===== src/design/pmss_pkg.sv =====
// ----------------------------------------------------------------------------
// pmss_pkg: shared definitions of the polling slot scheduler
// Field widths, state, event and error codes, register indexes and the
// structs passed between the scheduler modules.
// ----------------------------------------------------------------------------
package pmss_pkg;

   localparam int SLOTS_DEFAULT = 8;

   localparam int KIND_W     = 3;
   localparam int SLOT_W     = 3;
   localparam int STATE_W    = 2;
   localparam int ERR_W      = 2;
   localparam int COUNT_W    = 4;
   localparam int MASK_W     = 8;
   localparam int TICK_W     = 16;
   localparam int CSR_IDX_W  = 3;
   localparam int CSR_DATA_W = 16;

   localparam logic [STATE_W-1:0] ST_SELECT   = 2'd0;
   localparam logic [STATE_W-1:0] ST_TRANSMIT = 2'd1;
   localparam logic [STATE_W-1:0] ST_RECEIVE  = 2'd2;
   localparam logic [STATE_W-1:0] ST_PAUSE    = 2'd3;

   localparam logic [ERR_W-1:0] ERR_NONE    = 2'd0;
   localparam logic [ERR_W-1:0] ERR_CRC     = 2'd1;
   localparam logic [ERR_W-1:0] ERR_TIMEOUT = 2'd2;

   localparam logic [KIND_W-1:0] KIND_RESPONSE = 3'd0;
   localparam logic [KIND_W-1:0] KIND_TX_DONE  = 3'd1;
   localparam logic [KIND_W-1:0] KIND_TIMER    = 3'd2;
   localparam logic [KIND_W-1:0] KIND_POLL     = 3'd3;
   localparam logic [KIND_W-1:0] KIND_ACTIVATE = 3'd4;

   localparam logic [CSR_IDX_W-1:0] CSR_SLOT_COUNT    = 3'd0;
   localparam logic [CSR_IDX_W-1:0] CSR_START_MASK    = 3'd1;
   localparam logic [CSR_IDX_W-1:0] CSR_RECEIVE_MASK  = 3'd2;
   localparam logic [CSR_IDX_W-1:0] CSR_REPEAT_MASK   = 3'd3;
   localparam logic [CSR_IDX_W-1:0] CSR_PAUSE_TICKS   = 3'd4;
   localparam logic [CSR_IDX_W-1:0] CSR_TIMEOUT_TICKS = 3'd5;

   typedef struct packed {
      logic [COUNT_W-1:0] slot_count;
      logic [MASK_W-1:0]  start_mask;
      logic [MASK_W-1:0]  receive_mask;
      logic [MASK_W-1:0]  repeat_mask;
      logic [TICK_W-1:0]  pause_ticks;
      logic [TICK_W-1:0]  timeout_ticks;
   } cfg_type;

   typedef struct packed {
      logic [KIND_W-1:0] kind;
      logic              crc_bad;
      logic [SLOT_W-1:0] slot_index;
   } event_type;

   typedef struct packed {
      logic [STATE_W-1:0] status;
      logic [SLOT_W-1:0]  current_slot;
      logic [SLOT_W-1:0]  last_error_slot;
      logic [ERR_W-1:0]   last_error_code;
      logic               call_on_start;
      logic               call_to_receive;
      logic               call_on_finish;
      logic               timer_load_now;
      logic [TICK_W-1:0]  timer_value;
      logic               slot_crc_error;
      logic               slot_timeout_error;
   } result_type;

endpackage


===== src/design/pmss_csr.sv =====
// ----------------------------------------------------------------------------
// pmss_csr: configuration registers
// Write-only register file for slot count, per-slot masks and timer loads.
// ----------------------------------------------------------------------------
module pmss_csr (
   input  logic                       clock,
   input  logic                       reset,
   input  logic                       csr_write_enable,
   input  logic [pmss_pkg::CSR_IDX_W-1:0]  csr_index,
   input  logic [pmss_pkg::CSR_DATA_W-1:0] csr_write_data,
   output pmss_pkg::cfg_type          cfg
);
   import pmss_pkg::*;

   cfg_type cfg_ff;
   cfg_type cfg_in;

   always_comb begin
      cfg_in = cfg_ff;
      if (csr_write_enable) begin
         unique case (csr_index)
            CSR_SLOT_COUNT:    cfg_in.slot_count    = csr_write_data[COUNT_W-1:0];
            CSR_START_MASK:    cfg_in.start_mask    = csr_write_data[MASK_W-1:0];
            CSR_RECEIVE_MASK:  cfg_in.receive_mask  = csr_write_data[MASK_W-1:0];
            CSR_REPEAT_MASK:   cfg_in.repeat_mask   = csr_write_data[MASK_W-1:0];
            CSR_PAUSE_TICKS:   cfg_in.pause_ticks   = csr_write_data[TICK_W-1:0];
            CSR_TIMEOUT_TICKS: cfg_in.timeout_ticks = csr_write_data[TICK_W-1:0];
            default:           cfg_in = cfg_ff;
         endcase
      end
   end

   always_ff @(posedge clock) begin
      if (reset) begin
         cfg_ff <= '0;
      end else begin
         cfg_ff <= cfg_in;
      end
   end

   assign cfg = cfg_ff;

endmodule


===== src/design/pmss_engine.sv =====
// ----------------------------------------------------------------------------
// pmss_engine: scheduler state and event step
// Holds master state, current slot, per-slot flags and the error record;
// computes the result of one event and commits the new state on step.
// ----------------------------------------------------------------------------
module pmss_engine #(
   parameter int SLOTS = pmss_pkg::SLOTS_DEFAULT
) (
   input  logic                 clock,
   input  logic                 reset,
   input  logic                 step,
   input  pmss_pkg::event_type  evt,
   input  pmss_pkg::cfg_type    cfg,
   output pmss_pkg::result_type res
);
   import pmss_pkg::*;

   localparam int FLAG_W = (SLOTS < MASK_W) ? SLOTS : MASK_W;

   logic [STATE_W-1:0] state_ff, state_in;
   logic [SLOT_W-1:0]  act_ff, act_in;
   logic [FLAG_W-1:0]  skip_ff, crc_ff, tmo_ff;
   logic [SLOT_W-1:0]  eslot_ff, eslot_in;
   logic [ERR_W-1:0]   ecode_ff, ecode_in;

   logic [MASK_W-1:0]  skip_ext, crc_ext, tmo_ext;
   logic [MASK_W-1:0]  skip_nxt, crc_nxt, tmo_nxt;
   logic [MASK_W-1:0]  cur_bit;
   logic [COUNT_W-1:0] list_len;
   logic               on_start, to_recv, on_finish, tload, found;
   logic [TICK_W-1:0]  tval;

   for (genvar g = 0; g < MASK_W; g++) begin : g_ext
      if (g < FLAG_W) begin : g_bit
         assign skip_ext[g] = skip_ff[g];
         assign crc_ext[g]  = crc_ff[g];
         assign tmo_ext[g]  = tmo_ff[g];
      end else begin : g_zero
         assign skip_ext[g] = 1'b0;
         assign crc_ext[g]  = 1'b0;
         assign tmo_ext[g]  = 1'b0;
      end
   end

   assign cur_bit  = MASK_W'(1) << act_ff;
   assign list_len = (cfg.slot_count > COUNT_W'(FLAG_W)) ? COUNT_W'(FLAG_W) : cfg.slot_count;

   always_comb begin
      state_in  = state_ff;
      act_in    = act_ff;
      eslot_in  = eslot_ff;
      ecode_in  = ecode_ff;
      skip_nxt  = skip_ext;
      crc_nxt   = crc_ext;
      tmo_nxt   = tmo_ext;
      on_start  = 1'b0;
      to_recv   = 1'b0;
      on_finish = 1'b0;
      tload     = 1'b0;
      tval      = '0;
      found     = 1'b0;
      case (evt.kind)
         KIND_RESPONSE: begin
            if (evt.crc_bad) begin
               eslot_in = act_ff;
               ecode_in = ERR_CRC;
               crc_nxt  = crc_ext | cur_bit;
            end else begin
               crc_nxt   = crc_ext & ~cur_bit;
               tmo_nxt   = tmo_ext & ~cur_bit;
               on_finish = 1'b1;
            end
            skip_nxt = skip_ext | cur_bit;
            state_in = ST_PAUSE;
            tload    = 1'b1;
            tval     = cfg.pause_ticks;
         end
         KIND_TX_DONE: begin
            if ((cfg.receive_mask & cur_bit) != '0) begin
               to_recv  = 1'b1;
               state_in = ST_RECEIVE;
               tload    = 1'b1;
               tval     = cfg.timeout_ticks;
            end else begin
               skip_nxt = skip_ext | cur_bit;
               state_in = ST_PAUSE;
               tload    = 1'b1;
               tval     = cfg.pause_ticks;
            end
         end
         KIND_TIMER: begin
            if (state_ff == ST_PAUSE) begin
               state_in = ST_SELECT;
            end else if (state_ff == ST_RECEIVE) begin
               eslot_in = act_ff;
               ecode_in = ERR_TIMEOUT;
               tmo_nxt  = tmo_ext | cur_bit;
               skip_nxt = skip_ext | cur_bit;
               state_in = ST_SELECT;
            end
         end
         KIND_POLL: begin
            if (state_ff == ST_SELECT) begin
               for (int i = 0; i < FLAG_W; i++) begin
                  if (!found && (COUNT_W'(i) < list_len) && !skip_ext[i]) begin
                     act_in = SLOT_W'(i);
                     if (cfg.start_mask[i]) begin
                        found    = 1'b1;
                        on_start = 1'b1;
                        state_in = ST_TRANSMIT;
                     end
                  end
               end
               if (!found) begin
                  for (int i = 0; i < FLAG_W; i++) begin
                     if ((COUNT_W'(i) < list_len) && cfg.repeat_mask[i]) begin
                        skip_nxt[i] = 1'b0;
                     end
                  end
               end
            end
         end
         KIND_ACTIVATE: begin
            skip_nxt = skip_ext & ~(MASK_W'(1) << evt.slot_index);
         end
         default: begin
            state_in = state_ff;
         end
      endcase

      res.status             = state_in;
      res.current_slot       = act_in;
      res.last_error_slot    = eslot_in;
      res.last_error_code    = ecode_in;
      res.call_on_start      = on_start;
      res.call_to_receive    = to_recv;
      res.call_on_finish     = on_finish;
      res.timer_load_now     = tload;
      res.timer_value        = tval;
      res.slot_crc_error     = crc_nxt[act_in];
      res.slot_timeout_error = tmo_nxt[act_in];
   end

   always_ff @(posedge clock) begin
      if (reset) begin
         state_ff <= ST_SELECT;
         act_ff   <= '0;
         skip_ff  <= '0;
         crc_ff   <= '0;
         tmo_ff   <= '0;
         eslot_ff <= '0;
         ecode_ff <= ERR_NONE;
      end else if (step) begin
         state_ff <= state_in;
         act_ff   <= act_in;
         skip_ff  <= skip_nxt[FLAG_W-1:0];
         crc_ff   <= crc_nxt[FLAG_W-1:0];
         tmo_ff   <= tmo_nxt[FLAG_W-1:0];
         eslot_ff <= eslot_in;
         ecode_ff <= ecode_in;
      end
   end

`ifndef SYNTHESIS
   a_start_enters_transmit: assert property (@(posedge clock) disable iff (reset)
      step && res.call_on_start |=> state_ff == ST_TRANSMIT)
      else $error("poll selection did not enter transmit");

   a_receive_timeout_logged: assert property (@(posedge clock) disable iff (reset)
      step && evt.kind == KIND_TIMER && state_ff == ST_RECEIVE
      |=> ecode_ff == ERR_TIMEOUT && state_ff == ST_SELECT)
      else $error("receive timeout not recorded");

   a_hold_without_step: assert property (@(posedge clock) disable iff (reset)
      !step |=> $stable(state_ff) && $stable(act_ff) && $stable(skip_ff))
      else $error("scheduler state changed without a transaction");

   a_timer_value_idle: assert property (@(posedge clock) disable iff (reset)
      !res.timer_load_now |-> res.timer_value == '0)
      else $error("timer value driven without a load");
`endif

endmodule


===== src/design/polling_master_slot_scheduler_unit.sv =====
// ----------------------------------------------------------------------------
// polling_master_slot_scheduler_unit: bus master slot scheduler
// Steps the select/transmit/receive/pause sequence of a polling bus master
// over a fixed list of request slots, one event per transaction.
// ----------------------------------------------------------------------------
// Usage:
//   req_* carries one event (kind, crc_bad, slot_index); rsp_* returns one
//   result for every event: the state after it, current slot, last error,
//   callback strobes, timer load and the current slot's error flags.
//   csr_* writes the six configuration registers; write only while idle.
// Path: an accepted event is held in the input register, and its result is
//   loaded into the result register when the event advances.
// Throughput: one event per cycle unless rsp_stall holds the result; the event
//   step is a single pass of logic between the input register and the result
//   register, with the slot priority encoder as its longest path.
// Reset: synchronous; returns to select with slot 0, clears all slot flags,
//   the error record and the configuration, and empties both registers.
// Stall: a stalled result holds in the result register; one more event waits
//   in the input register, then req_stall rises until the result is taken.
// ----------------------------------------------------------------------------
module polling_master_slot_scheduler_unit #(
   parameter int SLOTS = pmss_pkg::SLOTS_DEFAULT
) (
   input  logic                            clock,
   input  logic                            reset,
   input  logic                            req_valid,
   output logic                            req_stall,
   input  logic [pmss_pkg::KIND_W-1:0]     req_kind,
   input  logic                            req_crc_bad,
   input  logic [pmss_pkg::SLOT_W-1:0]     req_slot_index,
   output logic                            rsp_valid,
   input  logic                            rsp_stall,
   output logic [pmss_pkg::STATE_W-1:0]    rsp_status,
   output logic [pmss_pkg::SLOT_W-1:0]     rsp_current_slot,
   output logic [pmss_pkg::SLOT_W-1:0]     rsp_last_error_slot,
   output logic [pmss_pkg::ERR_W-1:0]      rsp_last_error_code,
   output logic                            rsp_call_on_start,
   output logic                            rsp_call_to_receive,
   output logic                            rsp_call_on_finish,
   output logic                            rsp_timer_load_now,
   output logic [pmss_pkg::TICK_W-1:0]     rsp_timer_value,
   output logic                            rsp_slot_crc_error,
   output logic                            rsp_slot_timeout_error,
   input  logic                            csr_write_enable,
   input  logic [pmss_pkg::CSR_IDX_W-1:0]  csr_index,
   input  logic [pmss_pkg::CSR_DATA_W-1:0] csr_write_data
);
   import pmss_pkg::*;

   cfg_type    cfg;
   event_type  evt_ff;
   result_type res;
   result_type rsp_ff;
   logic       in_valid_ff;
   logic       rsp_valid_ff;
   logic       advance;
   logic       req_take;

   assign advance   = in_valid_ff && (!rsp_valid_ff || !rsp_stall);
   assign req_stall = in_valid_ff && !advance;
   assign req_take  = req_valid && !req_stall;

   pmss_csr u_csr (
      .clock            (clock),
      .reset            (reset),
      .csr_write_enable (csr_write_enable),
      .csr_index        (csr_index),
      .csr_write_data   (csr_write_data),
      .cfg              (cfg)
   );

   pmss_engine #(
      .SLOTS (SLOTS)
   ) u_engine (
      .clock (clock),
      .reset (reset),
      .step  (advance),
      .evt   (evt_ff),
      .cfg   (cfg),
      .res   (res)
   );

   always_ff @(posedge clock) begin
      if (reset) begin
         in_valid_ff  <= 1'b0;
         rsp_valid_ff <= 1'b0;
      end else begin
         if (req_take) begin
            in_valid_ff <= 1'b1;
         end else if (advance) begin
            in_valid_ff <= 1'b0;
         end
         if (advance) begin
            rsp_valid_ff <= 1'b1;
         end else if (!rsp_stall) begin
            rsp_valid_ff <= 1'b0;
         end
      end
   end

   always_ff @(posedge clock) begin
      if (req_take) begin
         evt_ff.kind       <= req_kind;
         evt_ff.crc_bad    <= req_crc_bad;
         evt_ff.slot_index <= req_slot_index;
      end
      if (advance) begin
         rsp_ff <= res;
      end
   end

   assign rsp_valid              = rsp_valid_ff;
   assign rsp_status             = rsp_ff.status;
   assign rsp_current_slot       = rsp_ff.current_slot;
   assign rsp_last_error_slot    = rsp_ff.last_error_slot;
   assign rsp_last_error_code    = rsp_ff.last_error_code;
   assign rsp_call_on_start      = rsp_ff.call_on_start;
   assign rsp_call_to_receive    = rsp_ff.call_to_receive;
   assign rsp_call_on_finish     = rsp_ff.call_on_finish;
   assign rsp_timer_load_now     = rsp_ff.timer_load_now;
   assign rsp_timer_value        = rsp_ff.timer_value;
   assign rsp_slot_crc_error     = rsp_ff.slot_crc_error;
   assign rsp_slot_timeout_error = rsp_ff.slot_timeout_error;

`ifndef SYNTHESIS
   a_stalled_result_holds: assert property (@(posedge clock) disable iff (reset)
      rsp_valid && rsp_stall |=> rsp_valid && $stable(rsp_ff))
      else $error("stalled result transaction changed");

   a_no_overwrite: assert property (@(posedge clock) disable iff (reset)
      in_valid_ff && !advance |=> in_valid_ff && $stable(evt_ff))
      else $error("pending event transaction overwritten");

   a_advance_fills_output: assert property (@(posedge clock) disable iff (reset)
      advance |=> rsp_valid)
      else $error("result transaction lost");
`endif

endmodule

===== config.mk =====
export PLATFORM = sky130hd
export DESIGN_NAME = polling_master_slot_scheduler_unit
export DESIGN_NICKNAME = d
export VERILOG_FILES = /design/src/design/pmss_pkg.sv /design/src/design/pmss_csr.sv /design/src/design/pmss_engine.sv /design/src/design/polling_master_slot_scheduler_unit.sv
export SDC_FILE = /design/constraint.sdc
export NUM_CORES = 1
export LEC_CHECK = 0
export BUFFER_PORTS_ARGS = -buffer_cell sky130_fd_sc_hd__buf_2
export CAP_MARGIN = 5
export CORE_MARGIN = 1
export CORE_UTILIZATION = 59
export DETAILED_ROUTE_END_ITERATION = 12
export PLACE_DENSITY = 0.89
export SLEW_MARGIN = 20
export SYNTH_ARGS = -nofsm -noshare
export SYNTH_HDL_FRONTEND = slang
export SYNTH_HIERARCHICAL = 1
export SYNTH_SLANG_ARGS = --single-unit

===== constraint.sdc =====
create_clock -name clock -period 4.45 [get_ports clock]
set_input_delay 0.2225 -clock clock [delete_from_list [all_inputs] [get_ports clock]]
set_output_delay 0.2225 -clock clock [all_outputs]
set_load 0.03 [all_outputs]

==> out/results.txt, run 1 <==
outcome - finished clean
Buffers & Inverters on Critical Path - 2
clk_skew - 8.64 ps
WP data arrival - 3600 ps
dpl hpwl - 11.4 mm
Critical Path RT - 4600 ps
drt pass-1 iters - 5
Rel. slew slack - 0.341
initial drt markers - 541
Diodes inserted - 0
Synth Area in Compound Gates - 0.153
grt ovf - 0
crit-path max FO - 21
PostCTS Resize Cnt - 0
Post-Synth Adder-Cell Area - 0
post-synthesis cell type count - 73
Cell Rows - 38
Synth Instances - 669
ys flop type - dfxtp_1
VDD IR max - 0.000484 V
Final Wtd Congestion - 1.03
Avg WL per Cell - 19.2 µm
Simple-Gate Fraction of Synth Area - 0.201
H-tree depth - 4
Die ar. - 0.0118 mm²
clock slew at reported path FFs - 60 ps
Max Cap Viol - 0
worst-path cell with the longest stage delay - edfxtp_1
clk buf depth - 2
worst skew pair latency - 430 ps
WS Path Type - reg2reg
grt met1 use - 0.355
DIE HEIGHT - 109 µm
via count - 5,430
post-route insts no fill - 867
met2 GRT Util - 0.497
Initial Util - 0.613
largest family of logic cells by synthesized area - simple AND/OR/NAND/NOR gates
ratio of cells with drive above 1 in the final layout - 0.180
final core area utilization - 0.703
io pins - 65
fin crit period - 3450 ps
clk sinks - 135
hold crit path type - in2reg
critical-path cell list - nand3b_1 > buf_4 > or3_1 > a2111oi_0 > a31oi_1 > and2_1 > inv_1 > a311o_1 > nand2_1 > a2111oi_0 > a31oi_1
width of the die - 109 µm
Final Hold Vio Count - 0
endpoints failing setup - 0
met3 Use GR - 0.0831
DRC errors left - 0
synth-to-layout area growth - 14.6%
Slew @ Worst Pin - 988 ps
vias in the first global route - 5,292
CP delay by family, top - compound AO/OA/AOI/OAI gates
total CTS buffers - 17
Detailed Route WL - 16.7 mm
Clock Tree Root - clkbuf_16
setup bufs post-CTS - 0
RSZ-0062 raised after global routing - false
synth warn - 6
largest net degree at the start of global routing - 77
Final TNS setup - 0 ps
XOR/XNOR share of the synthesized area - 0.00131
Mean Syn Cell Area - 10.0 µm²
fmax - 290 MHz
startpoint types - register
#FFs+latches synth - 135
Total Nets Final - 745
setup slack at placement - 1120 ps
first-pass GRT wire length - 26.2 mm
Leak - 3.07 nW
input/output buffers - 64
Critical Path End Type - register
Max Slew Vio Count - 0
power density cells - 382 mW/mm²
asr flop ratio synth - 0
fillers - 818
setup slack after layout - 1000 ps
initial antenna violation count - 1
delay of the slowest critical-path stage - 530 ps
GRT Total Usage - 0.295
busiest grt layer - met2
Final ANT Viol Nets - 0
CTS tree - built
sequential area share after synthesis - 0.461
vias per cell - 6.26
Mapped Area - 0.00671 mm²
syn_nets - 700
mux cell area share after synthesis - 0.137
hold-fix buffers at CTS - 7
dpl cells - 828
Core Footprint - 0.0109 mm²
post-route clock period utilization - 0.775
Post-synth EDFFs - 39
==> state kept, by name, indices dropped and copies added (netlist names), 2 cells and up <==
name	count
u_engine/crc_ext	8
rsp_timer_value	16
rsp_last_error_slot	3
u_engine/ecode_ff	2
rsp_current_slot	3
u_engine/tmo_ext	8
u_engine/eslot_ff	3
u_engine/act_ff	3
rsp_status	2
u_engine/state_ff	2
evt_ff	7
u_csr/cfg	60
u_engine/skip_ext	8
rsp_last_error_code	2
==> kinds of logic (layout without fill, tap and decap cells) <==
logic type,Yosys count,count (layout)
flip-flops,135,135
AND/OR/NAND/NOR,236,236
AO/OA/AOI/OAI,137,137
multiplexers,89,89
buffers and inverters,71,129
XOR/XNOR,1,1
==> metrics by stage <==
step | instance area [µm²] | power [mW] | hold WS [ps]
after floorplan | 6710 | 1.54 | 285
after global placement | 7050 | 1.61 | 399
after detailed placement | 7050 | 1.62 | 401
after CTS | 7690 | 2.95 | 59.1
after global routing | 7690 | 3.03 | 89.9
final | 7690 | 2.94 | 68.1
==> cells in the final DEF, fill, tap and decap left out, types with 3 or more instances in the layout <==
master         instances
a41oi_1                6
mux2_2                 5
a311o_1                3
nand4b_1               4
a311oi_1               6
or3_1                  3
nor2b_1                6
dfxtp_1               96
mux2i_1               82
edfxtp_1              39
o211ai_1               5
buf_4                 11
a211oi_1              11
nand2b_1              86
and3_1                 5
a31oi_1                6
a22o_1                17
a2111oi_0              4
a21oi_1               18
nand4bb_1              3
nand3_1               13
o21ai_0               27
nor3_1                 8
clkinv_2               3
clkbuf_8               4
a32oi_1                5
nand2_1               29
a221oi_1               3
nor3b_1                4
inv_1                 14
dlygate4sd3_1          7
nor2_1                50
or2_2                  4
buf_2                 64
clkbuf_16             18
==> Yosys cell counts (all sizes together), types with 6 or more instances <==
library cell   n  area [µm²]
dfxtp         96        1920
nand2b        86         538
mux2i         82         821
nor2          51         194
edfxtp        39        1170
clkbuf        33         124
nand2         29         109
o21ai         27         135
buf           23         134
a21oi         19        98.9
a22o          17         149
inv           14        52.6
nand3         14        75.1
a211oi        11        82.6
nor3           9        50.1
a311oi         7        67.6
a41oi          7        68.8
a31oi          6        37.5
nor2b          6        37.5
==> path summary, 6_finish.rpt <==
path                       startpoint                  end  slack, ps  cells after the start
hold reg to reg   u_engine/crc_ext[7]  u_engine/crc_ext[7]        460                      2
hold / removal              req_valid          in_valid_ff         70                      3
setup / recovery            evt_ff[6]   rsp_slot_crc_error       1000                     11
setup reg to reg            evt_ff[6]   rsp_slot_crc_error       1000                     11
==> layout make-up <==
| class | count | area (µm²) | share of cell area |
|---|---|---|---|
| well taps | 140 | 175 | 0.0228 |
| repair buffers | 82 | 473 | 0.0615 |
| multi-input cells | 463 | 3320 | 0.432 |
| flip-flops and latches | 135 | 3090 | 0.402 |
| inverters | 15 | 56.3 | 0.00732 |
| clock inverters | 9 | 62.6 | 0.00814 |
| clock buffers | 23 | 509 | 0.0662 |
==> power breakdown <==
group / internal [mW] / leakage [nW] / switching [mW] / total [mW]
clock network: 0.807 / 0.290 / 0.526 / 1.33
logic: 0.0989 / 1.63 / 0.168 / 0.267
registers: 1.31 / 1.14 / 0.0339 / 1.34
==> worst reg2reg max path, cell delays in order, from the launching register on <==
cell and delay, ps:
edfxtp_1 530, nand3b_1 220, buf_4 220, or3_1 460, a2111oi_0 460, a31oi_1 120
and2_1 310, inv_1 150, a311o_1 130, nand2_1 50, a2111oi_0 440, a31oi_1 90
==> metal layers <==
layer | share of wire | vias up
met1 | 0.41 | 2575
met2 | 0.48 | 273
met5 | 0 | -
li1 | - | 2530
met3 | 0.078 | 52
met4 | 0.031 | 0
No activity file was read; power rests on OpenSTA's default activity.
==> run 2, diff against run 1 <==
--- a/config.mk
+++ b/config.mk
@@ -5,6 +5,7 @@
 export SDC_FILE = /design/constraint.sdc
 export NUM_CORES = 1
 export LEC_CHECK = 0
+export ABC_AREA = 1
 export BUFFER_PORTS_ARGS = -buffer_cell sky130_fd_sc_hd__buf_2
 export CAP_MARGIN = 5
 export CORE_MARGIN = 1
==> constraint.sdc (replaced) <==
create_clock -name clock -period 3.5 [get_ports clock]
set_input_delay 0.175 -clock clock [delete_from_list [all_inputs] [get_ports clock]]
set_output_delay 0.175 -clock clock [all_outputs]
set_load 0.03 [all_outputs]
==> out/results.txt, run 2 <==
outcome - finished with violations
failing checks - design-rule violations
Mapped Area - 0.00653 mm² (-2.7%)
WS Path Type - reg2reg
busiest grt layer - met2
Leak - 3.35 nW (+9.2%)
worst skew pair latency - 550 ps (+120 ps)
clk buf depth - 2 (unchanged)
Final ANT Viol Nets - 0 (unchanged)
Slew @ Worst Pin - 1000 ps (+15.0 ps)
grt ovf - 0 (unchanged)
CP Capture Point - u_engine/skip_ext[2]
dpl cells - 1,028 (+24%)
via count - 6,252 (+15%)
Diodes inserted - 0 (unchanged)
WP data arrival - 2910 ps (-690 ps)
Die ar. - 0.0115 mm² (-2.6%)
fmax - 401 MHz (+38%)
ys flop type - dfxtp_1
Buffers & Inverters on Critical Path - 3 (+1)
width of the die - 107 µm (-1.3%)
post-synthesis cell type count - 42 (-42%)
leading area contributor after synthesis - dfxtp_1
CTS tree - built
worst-path cell with the longest stage delay - dfxtp_1
Max Cap Viol - 0 (unchanged)
Synth Instances - 855 (+28%)
first-pass GRT wire length - 27.5 mm (+5.0%)
Synth area leaders - dfxtp_1 (29%), edfxtp_1 (18%), nor2_1 (9.0%)
Core Footprint - 0.0108 mm² (-1.3%)
drt pass-1 iters - 11 (+6)
power density cells - 518 mW/mm² (+36%)
Avg WL per Cell - 15.8 µm (-18%)
synth-to-layout area growth - 17.3%
Reg2Reg Depth - 11 (unchanged)
DRC errors left - 1 (+1)
vias in the first global route - 5,847 (+10%)
critical-path cell list - inv_1 > nand3_1 > inv_1 > a221oi_1 > nand2_1 > nand2_1 > inv_2 > nor2_4 > nand3_1 > o21ai_0 > a21oi_1
Total Nets Final - 957 (+28%)
Max Slew Vio Count - 0 (unchanged)
Critical Path End Type - register
PostCTS Resize Cnt - 0 (unchanged)
post-route insts no fill - 1,079 (+24%)
crit-path max FO - 18 (-14%)
RSZ-0062 raised after global routing - false
sequential area share after synthesis - 0.474 (+0.0127)
VDD IR max - 0.000371 V (-23%)
DIE HEIGHT - 107 µm (-1.3%)
post-route clock period utilization - 0.712 (-0.0628)
most common cell after layout, fill and taps aside - nor2_1
Initial Util - 0.605 (-0.00859)
clock slew at reported path FFs - 60 ps (about the same)
largest net degree at the start of global routing - 75 (-2.6%)
most frequent cell after synthesis - nor2_1
dpl hpwl - 10.8 mm (-5.4%)
most instantiated cells after synthesis - nor2_1 (156), nand2_1 (151), nand3_1 (107)
io pins - 65 (unchanged)
endpoints failing setup - 0 (unchanged)
r2r setup slk - 1010 ps (about the same)
Final Hold Vio Count - 0 (unchanged)
CP delay by family, top - simple AND/OR/NAND/NOR gates
cell depth of the worst setup path - 11 (unchanged)
fin crit period - 2490 ps (-956 ps)
Post-synth EDFFs - 39 (unchanged)
synth warn - 6 (unchanged)
Rel. slew slack - 0.331 (-0.0108)
hold-fix buffers at CTS - 19 (+12)
Mean Syn Cell Area - 7.63 µm² (-24%)
Pwr Total - 3.97 mW (+35%)
vias per cell - 5.79 (-7.5%)
Cell Rows - 38 (unchanged)
Critical Path RT - 3920 ps (-680 ps)
asr flop ratio synth - 0 (unchanged)
total CTS buffers - 17 (unchanged)
Clock Tree Root - clkbuf_8
delay of the slowest critical-path stage - 570 ps (+40 ps)
met2 GRT Util - 0.495 (-0.00144)
#FFs+latches synth - 135 (unchanged)
syn_nets - 886 (+27%)
setup bufs post-CTS - 0 (unchanged)
ratio of cells with drive above 1 in the final layout - 0.151 (-0.0290)
hold crit path type - in2reg
Final Wtd Congestion - 0.989 (-4.2%)
Detailed Route WL - 17.1 mm (+2.4%)
clk_skew - 7.81 ps (-0.837 ps)
clk sinks - 135 (unchanged)
startpoint types - register
Reg-to-Reg Start - u_engine/act_ff[1]
input/output buffers - 64 (unchanged)
worst hold slack - 26.1 ps (-42.0 ps)
r2r endpoint - u_engine/skip_ext[2]
GRT Total Usage - 0.313 (+0.0177)
initial drt markers - 775 (+43%)
max reg flops - 60 (unchanged)
Setup crit start - u_engine/act_ff[1]
Final TNS setup - 0 ps (unchanged)
post-synth top area share - 0.294 (+0.00791)
met3 Use GR - 0.0888 (+0.00567)
grt met1 use - 0.392 (+0.0372)
most frequent cells in the layout - nor2_1 (156), nand2_1 (151), nand3_1 (107)
H-tree depth - 4 (unchanged)
initial antenna violation count - 0 (-1)
==> run 2: worst min-delay path by stage <==
stage / start / to / slack, ps / cells after the start
floorplan: reset / in_valid_ff / 240 / 1
global placement: req_crc_bad / evt_ff[3] / 350 / 1
detailed placement: req_crc_bad / evt_ff[3] / 350 / 1
CTS: reset / u_engine/ecode_ff[0] / 9 / 2
global route: reset / u_engine/ecode_ff[0] / 10 / 2
finish: reset / u_engine/ecode_ff[0] / 30 / 2
==> run 2: layout make-up <==
type / instances / area [µm²]
Sequential cell: 135 / 3090
Multi-Input combinational cell: 578 / 2860
Clock buffer: 18 / 418
Tap cell: 140 / 175
Fill cell: 798 / 3140
Timing Repair Buffer: 89 / 556
Inverter: 105 / 394
Clock inverter: 14 / 159
==> run 2: power by group <==
group          total (mW)  switching, mW  internal (mW)  leakage (nW)
combinational       0.478          0.326          0.152          1.91
sequential           1.74         0.0501           1.69          1.17
clock                1.75          0.676           1.08         0.269
total                3.97           1.05           2.91          3.35
==> run 2: per-layer routing <==
metal | vias up | wire length, µm
met5 | - | 0
met4 | 0 | 675
met1 | 2861 | 6720
met2 | 363 | 8070
met3 | 58 | 1610
li1 | 2970 | -
==> run 2: worst register-to-register path: cells and delay by family, from the launching register on <==
family | cells | cell delay (ps)
buf+inv | 3 | 400
compound gates | 3 | 630
simple gates | 5 | 770
flops | 1 | 570
==> run 2: cell families after synthesis <==
family                 synth area share
and+or+nand+nor                   0.302
AOI/OAI and AO/OA                 0.134
DFF                               0.474
buffers and inverters            0.0899
==> run 2: per-stage QoR <==
| stage | util | instance area, µm² | setup slack [ps] |
|---|---|---|---|
| floorplan | - | 6530 | 224 |
| global placement | 0.638 | 6890 | 1180 |
| global route | 0.709 | 7650 | 826 |
| detailed placement | 0.638 | 6890 | 1120 |
| finish | 0.709 | 7650 | 1010 |
| CTS | 0.709 | 7650 | 1060 |
